`src/rtl/assert_macros.svh`:
```
// Assertion macros shared by the token dictionary RTL.
// No dependencies; define NO_ASSERTIONS to compile them out.
`ifndef ASSERT_MACROS_SVH
`define ASSERT_MACROS_SVH
`ifndef NO_ASSERTIONS
`define AST_ALWAYS(lbl, ck, rst_n, expr, msg) \
	lbl: assert property (@(posedge ck) disable iff (!rst_n) (expr)) else $error(msg);
`define AST_NEXT(lbl, ck, rst_n, ante, cons, msg) \
	lbl: assert property (@(posedge ck) disable iff (!rst_n) (ante) |=> (cons)) else $error(msg);
`else
`define AST_ALWAYS(lbl, ck, rst_n, expr, msg)
`define AST_NEXT(lbl, ck, rst_n, ante, cons, msg)
`endif
`endif

```
`src/rtl/tdh_ram.sv`:
```
// Generic single-write, single-read RAM with registered read data.
// No dependencies.
module tdh_ram #(
	parameter int WIDTH = 8,
	parameter int DEPTH = 32
) (
	input  logic                     clk,
	input  logic                     we,
	input  logic [$clog2(DEPTH)-1:0] waddr,
	input  logic [WIDTH-1:0]         wdata,
	input  logic [$clog2(DEPTH)-1:0] raddr,
	output logic [WIDTH-1:0]         rdata
);
	logic [WIDTH-1:0] mem [DEPTH];
	logic [WIDTH-1:0] rdata_q;

	always_ff @(posedge clk) begin
		if (we) begin
			mem[waddr] <= wdata;
		end
		rdata_q <= mem[raddr];
	end

	assign rdata = rdata_q;
endmodule

```
`config.mk`:
```
export PLATFORM = sky130hd
export DESIGN_NAME = tdh_ram
export DESIGN_NICKNAME = d
export VERILOG_FILES = /design/src/rtl/assert_macros.svh /design/src/rtl/tdh_ram.sv
export SDC_FILE = /design/constraint.sdc
export NUM_CORES = 1
export LEC_CHECK = 0
export ABC_AREA = 1
export BUFFER_PORTS_ARGS = -buffer_cell sky130_fd_sc_hd__buf_2
export CORE_ASPECT_RATIO = 0.6
export CORE_MARGIN = 10
export CORE_UTILIZATION = 48
export DETAILED_ROUTE_END_ITERATION = 8
export GPL_TIMING_DRIVEN = 0
export PLACE_DENSITY = 0.62
export SETUP_SLACK_MARGIN = 0.05
export SYNTH_ARGS = -nofsm -noshare
export SYNTH_HDL_FRONTEND = slang
export SYNTH_SLANG_ARGS = --single-unit
```
`constraint.sdc`:
```
create_clock -name clk -period 1.6 [get_ports clk]
set_input_delay 0.24 -clock clk [delete_from_list [all_inputs] [get_ports clk]]
set_output_delay 0.24 -clock clk [all_outputs]
set_load 0.01 [all_outputs]
```
==> flow_metrics.env <==
export IMPL_fin_ws_ns=-0.06059
export IMPL_status="finished, violations left"
export IMPL_finClkSkew_ns=0.009530
export IMPL_yosysMostFrequentCell="nand2_1"
export IMPL_end_kind="flip-flop"
export IMPL_yosys_area_top_type="edfxtp_1"
export IMPL_violations="negative setup slack"
export IMPL_fin_setup_tns_ns=-0.4796
export IMPL_cts_tree="built"
export IMPL_clk_latency_ns=0.53
export IMPL_ctsHoldBuffers=0
export IMPL_synth_cell_type_count=12
export IMPL_min_period_ns=1.661
export IMPL_vias=7111
export IMPL_ios=28
export IMPL_grtUsageTotal_pct=20.11
export IMPL_path_class="input pin to flip-flop"
export IMPL_setup_violations=20
export IMPL_fillers=1871
export IMPL_ant_nets=0
export IMPL_cp_endpoint="mem[22][1]"
export IMPL_numCtsBuffers=25
export IMPL_power_density_nw_per_um2=1206
export IMPL_worstHoldPathType="input pin to flip-flop"
export IMPL_async_flop_share_pct=0
export IMPL_yosysTopAreaCellShare_pct=71.27
export IMPL_reg2reg_depth=8
export IMPL_synthAdderAreaFrac_pct=0
export IMPL_clkTransAtPathRegs_ns=0.06
export IMPL_leakagePower_nw=4.489
export IMPL_cts_root_buf="clkbuf_16"
export IMPL_regArea_um2=7848
export IMPL_grt_pass1_wl_mm=42.48
export IMPL_drv_cap=0
export IMPL_die_w_um=213.5
export IMPL_crit_start="waddr[0]"
export IMPL_drt_wl_total_mm=29.00
export IMPL_instances_no_fill=1277
export IMPL_port_buffers=24
export IMPL_crit_path_start_kind="input pin"
export IMPL_viasPerCell=5.569
export IMPL_yosysWarnings=0
export IMPL_synth_top_family_by_area="simple AND/OR/NAND/NOR gates"
export IMPL_path_max_fanout=8
export IMPL_num_antenna_cells=0
export IMPL_multi_input_area_um2=2542
export IMPL_synthFlopType="edfxtp_1"
export IMPL_syn2layout_area_growth_pct=12.27
export IMPL_placed_cell_area_um2=11260
export IMPL_wl_per_cell_um=22.71
export IMPL_finalCritPeriodShare_pct=103.8
export IMPL_placed_cells=1232
export IMPL_fp_row_count=42
export IMPL_layout_nets=993
export IMPL_post_place_ws_ns=-0.5681
export IMPL_start_util_pct=48.87
export IMPL_dp_hpwl_mm=19.11
export IMPL_rsz0062_at_grt="yes"
export IMPL_synth_edff_count=256
export IMPL_die_y_um=136.1
export IMPL_syn_inst=922
export IMPL_drtPass1Iterations=5
export IMPL_r2r_end="rdata[1]"
export IMPL_drtIter0Drc=873
export IMPL_cts_setup_buffers=0
export IMPL_grt_pass1_vias=6461
export IMPL_die_area_um2=29060
export IMPL_final_max_slew_violation_count=0
export IMPL_final_area_um2=12110
export IMPL_cts_max_level=1
export IMPL_timing_fmax_mhz=602.2
export IMPL_irDropWorstVdd_mv=0.8512
export IMPL_gp_congestion=0.9137
export IMPL_ys_seq_area_share_pct=72.75
export IMPL_required_ns=1.75
export IMPL_cts_buffer_depth=3
export IMPL_grt_max_degree=33
export IMPL_tightest_slew_ns=0.9922
export IMPL_synthXorXnorAreaFrac_pct=0
export IMPL_synth_compound_area_share_pct=0
export IMPL_synth_area_um2=10790
export IMPL_drc_errors=0
export IMPL_antenna_found_initial=0
export IMPL_synthSimpleGateAreaFrac_pct=23.11
export IMPL_grt_ovfl_total=0
export IMPL_drive_above_1_share_pct=12.71
export IMPL_synth_avg_cell_area_um2=11.70
export IMPL_r2r_slack_ns=0.39
export IMPL_fin_util_pct=54.87
export IMPL_yosys_top_cells_count="360 x nand2_1, 256 x edfxtp_1, 204 x nand3_1"
export IMPL_slew_headroom_pct=33.61
export IMPL_cts_sinks=264
export IMPL_synthTopCellsByArea="edfxtp_1 71%, nand2_1 13%, nand3_1 9.5%"
export IMPL_synth_area_mux_share_pct=0
export IMPL_synth_seq_cells=264
export IMPL_hold_violations=0
export IMPL_syn_nets=942
export IMPL_coreArea_um2=22070
export IMPL_rr_startpoint="mem[20][1]"
export IMPL_cp_arrival_ns=1.81
[where the power goes]
part	switching [W]	internal (W)	leakage, nW	total (W)
clock network	0.00251	0.00334	0.387	0.00585
registers	0.0000217	0.00768	2.37	0.00771
logic	0.000763	0.000284	1.73	0.00105
total	0.00329	0.0113	4.49	0.0146
[final cells by class]
cell class	instances	area share, %
clock inverters	17	1.302
clock buffers	28	5.259
flip-flops and latches	264	64.80
inverters	10	0.3099
plain buffers	52	3.389
repair buffers	24	0.9918
multi-input cells	596	20.99
well taps	286	2.955
[per-layer routing]
| layer | part of all wire [%] | vias to the layer above | track usage [%] | wire, um |
|---|---|---|---|---|
| met4 | 1.4 | 0 | 3.254 | 409 |
| met5 | 0 | - | 0 | 0 |
| met1 | 47 | 3410 | 31.38 | 13660 |
| met3 | 11 | 38 | 5.057 | 3140 |
| li1 | - | 3305 | - | - |
| met2 | 41 | 358 | 27.74 | 11790 |
[stage by stage]
step	hold slack (ns)	total power, W
2_1_floorplan	0.3389	0.008420
3_3_place_gp	0.6419	0.008868
3_5_place_dp	0.6371	0.008879
4_1_cts	0.1210	0.01467
5_1_grt	0.1526	0.01506
6_report	0.1497	0.01460
[worst max-delay path, stage by stage]
cell     delay (ns)
buf_2          0.12
inv_1          0.07
nand3_1        0.43
nor2_1         0.94
[cells by family (layout without fill, tap and decap cells)]
kind of cell,count (synthesis),count (layout)
flip-flops,264,264
buffers and inverters,62,131
AND/OR/NAND/NOR,596,596
[registers in the layout, indices dropped and copies added (netlist names)]
register and count:
mem 256, rdata 8
[cells in the final DEF, fill, tap and decap left out]
cell type and instances:
clkinv_2 6, inv_1 8, clkinvlp_4 2, edfxtp_1 256
clkbuf_1 9, nand2_1 360, dfxtp_1 8, inv_2 2
clkbuf_2 1, nor2_1 12, buf_2 39, clkinv_1 6
buf_1 2, bufinv_16 3, clkbuf_16 25, nor2_2 20
nand3_1 204, buf_6 24, buf_4 4
[timing repair]
item	CTS	global route
pin swaps	0	0
endpoints found under the setup margin	24	117
resized for setup	3	19
[worst min path at each step]
| stage | from | to | slack [ns] | depth (start not counted) |
|---|---|---|---|---|
| floorplan | wdata[0] | mem[0][0] | 0.34 | 0 |
| global placement | rdata[2] | rdata[2] | 0.64 | 1 |
| detailed placement | rdata[1] | rdata[1] | 0.64 | 1 |
| CTS | raddr[4] | rdata[5] | 0.12 | 3 |
| global route | raddr[4] | rdata[5] | 0.15 | 3 |
| finish | raddr[4] | rdata[5] | 0.15 | 3 |
(Power assumes the default switching activity.)
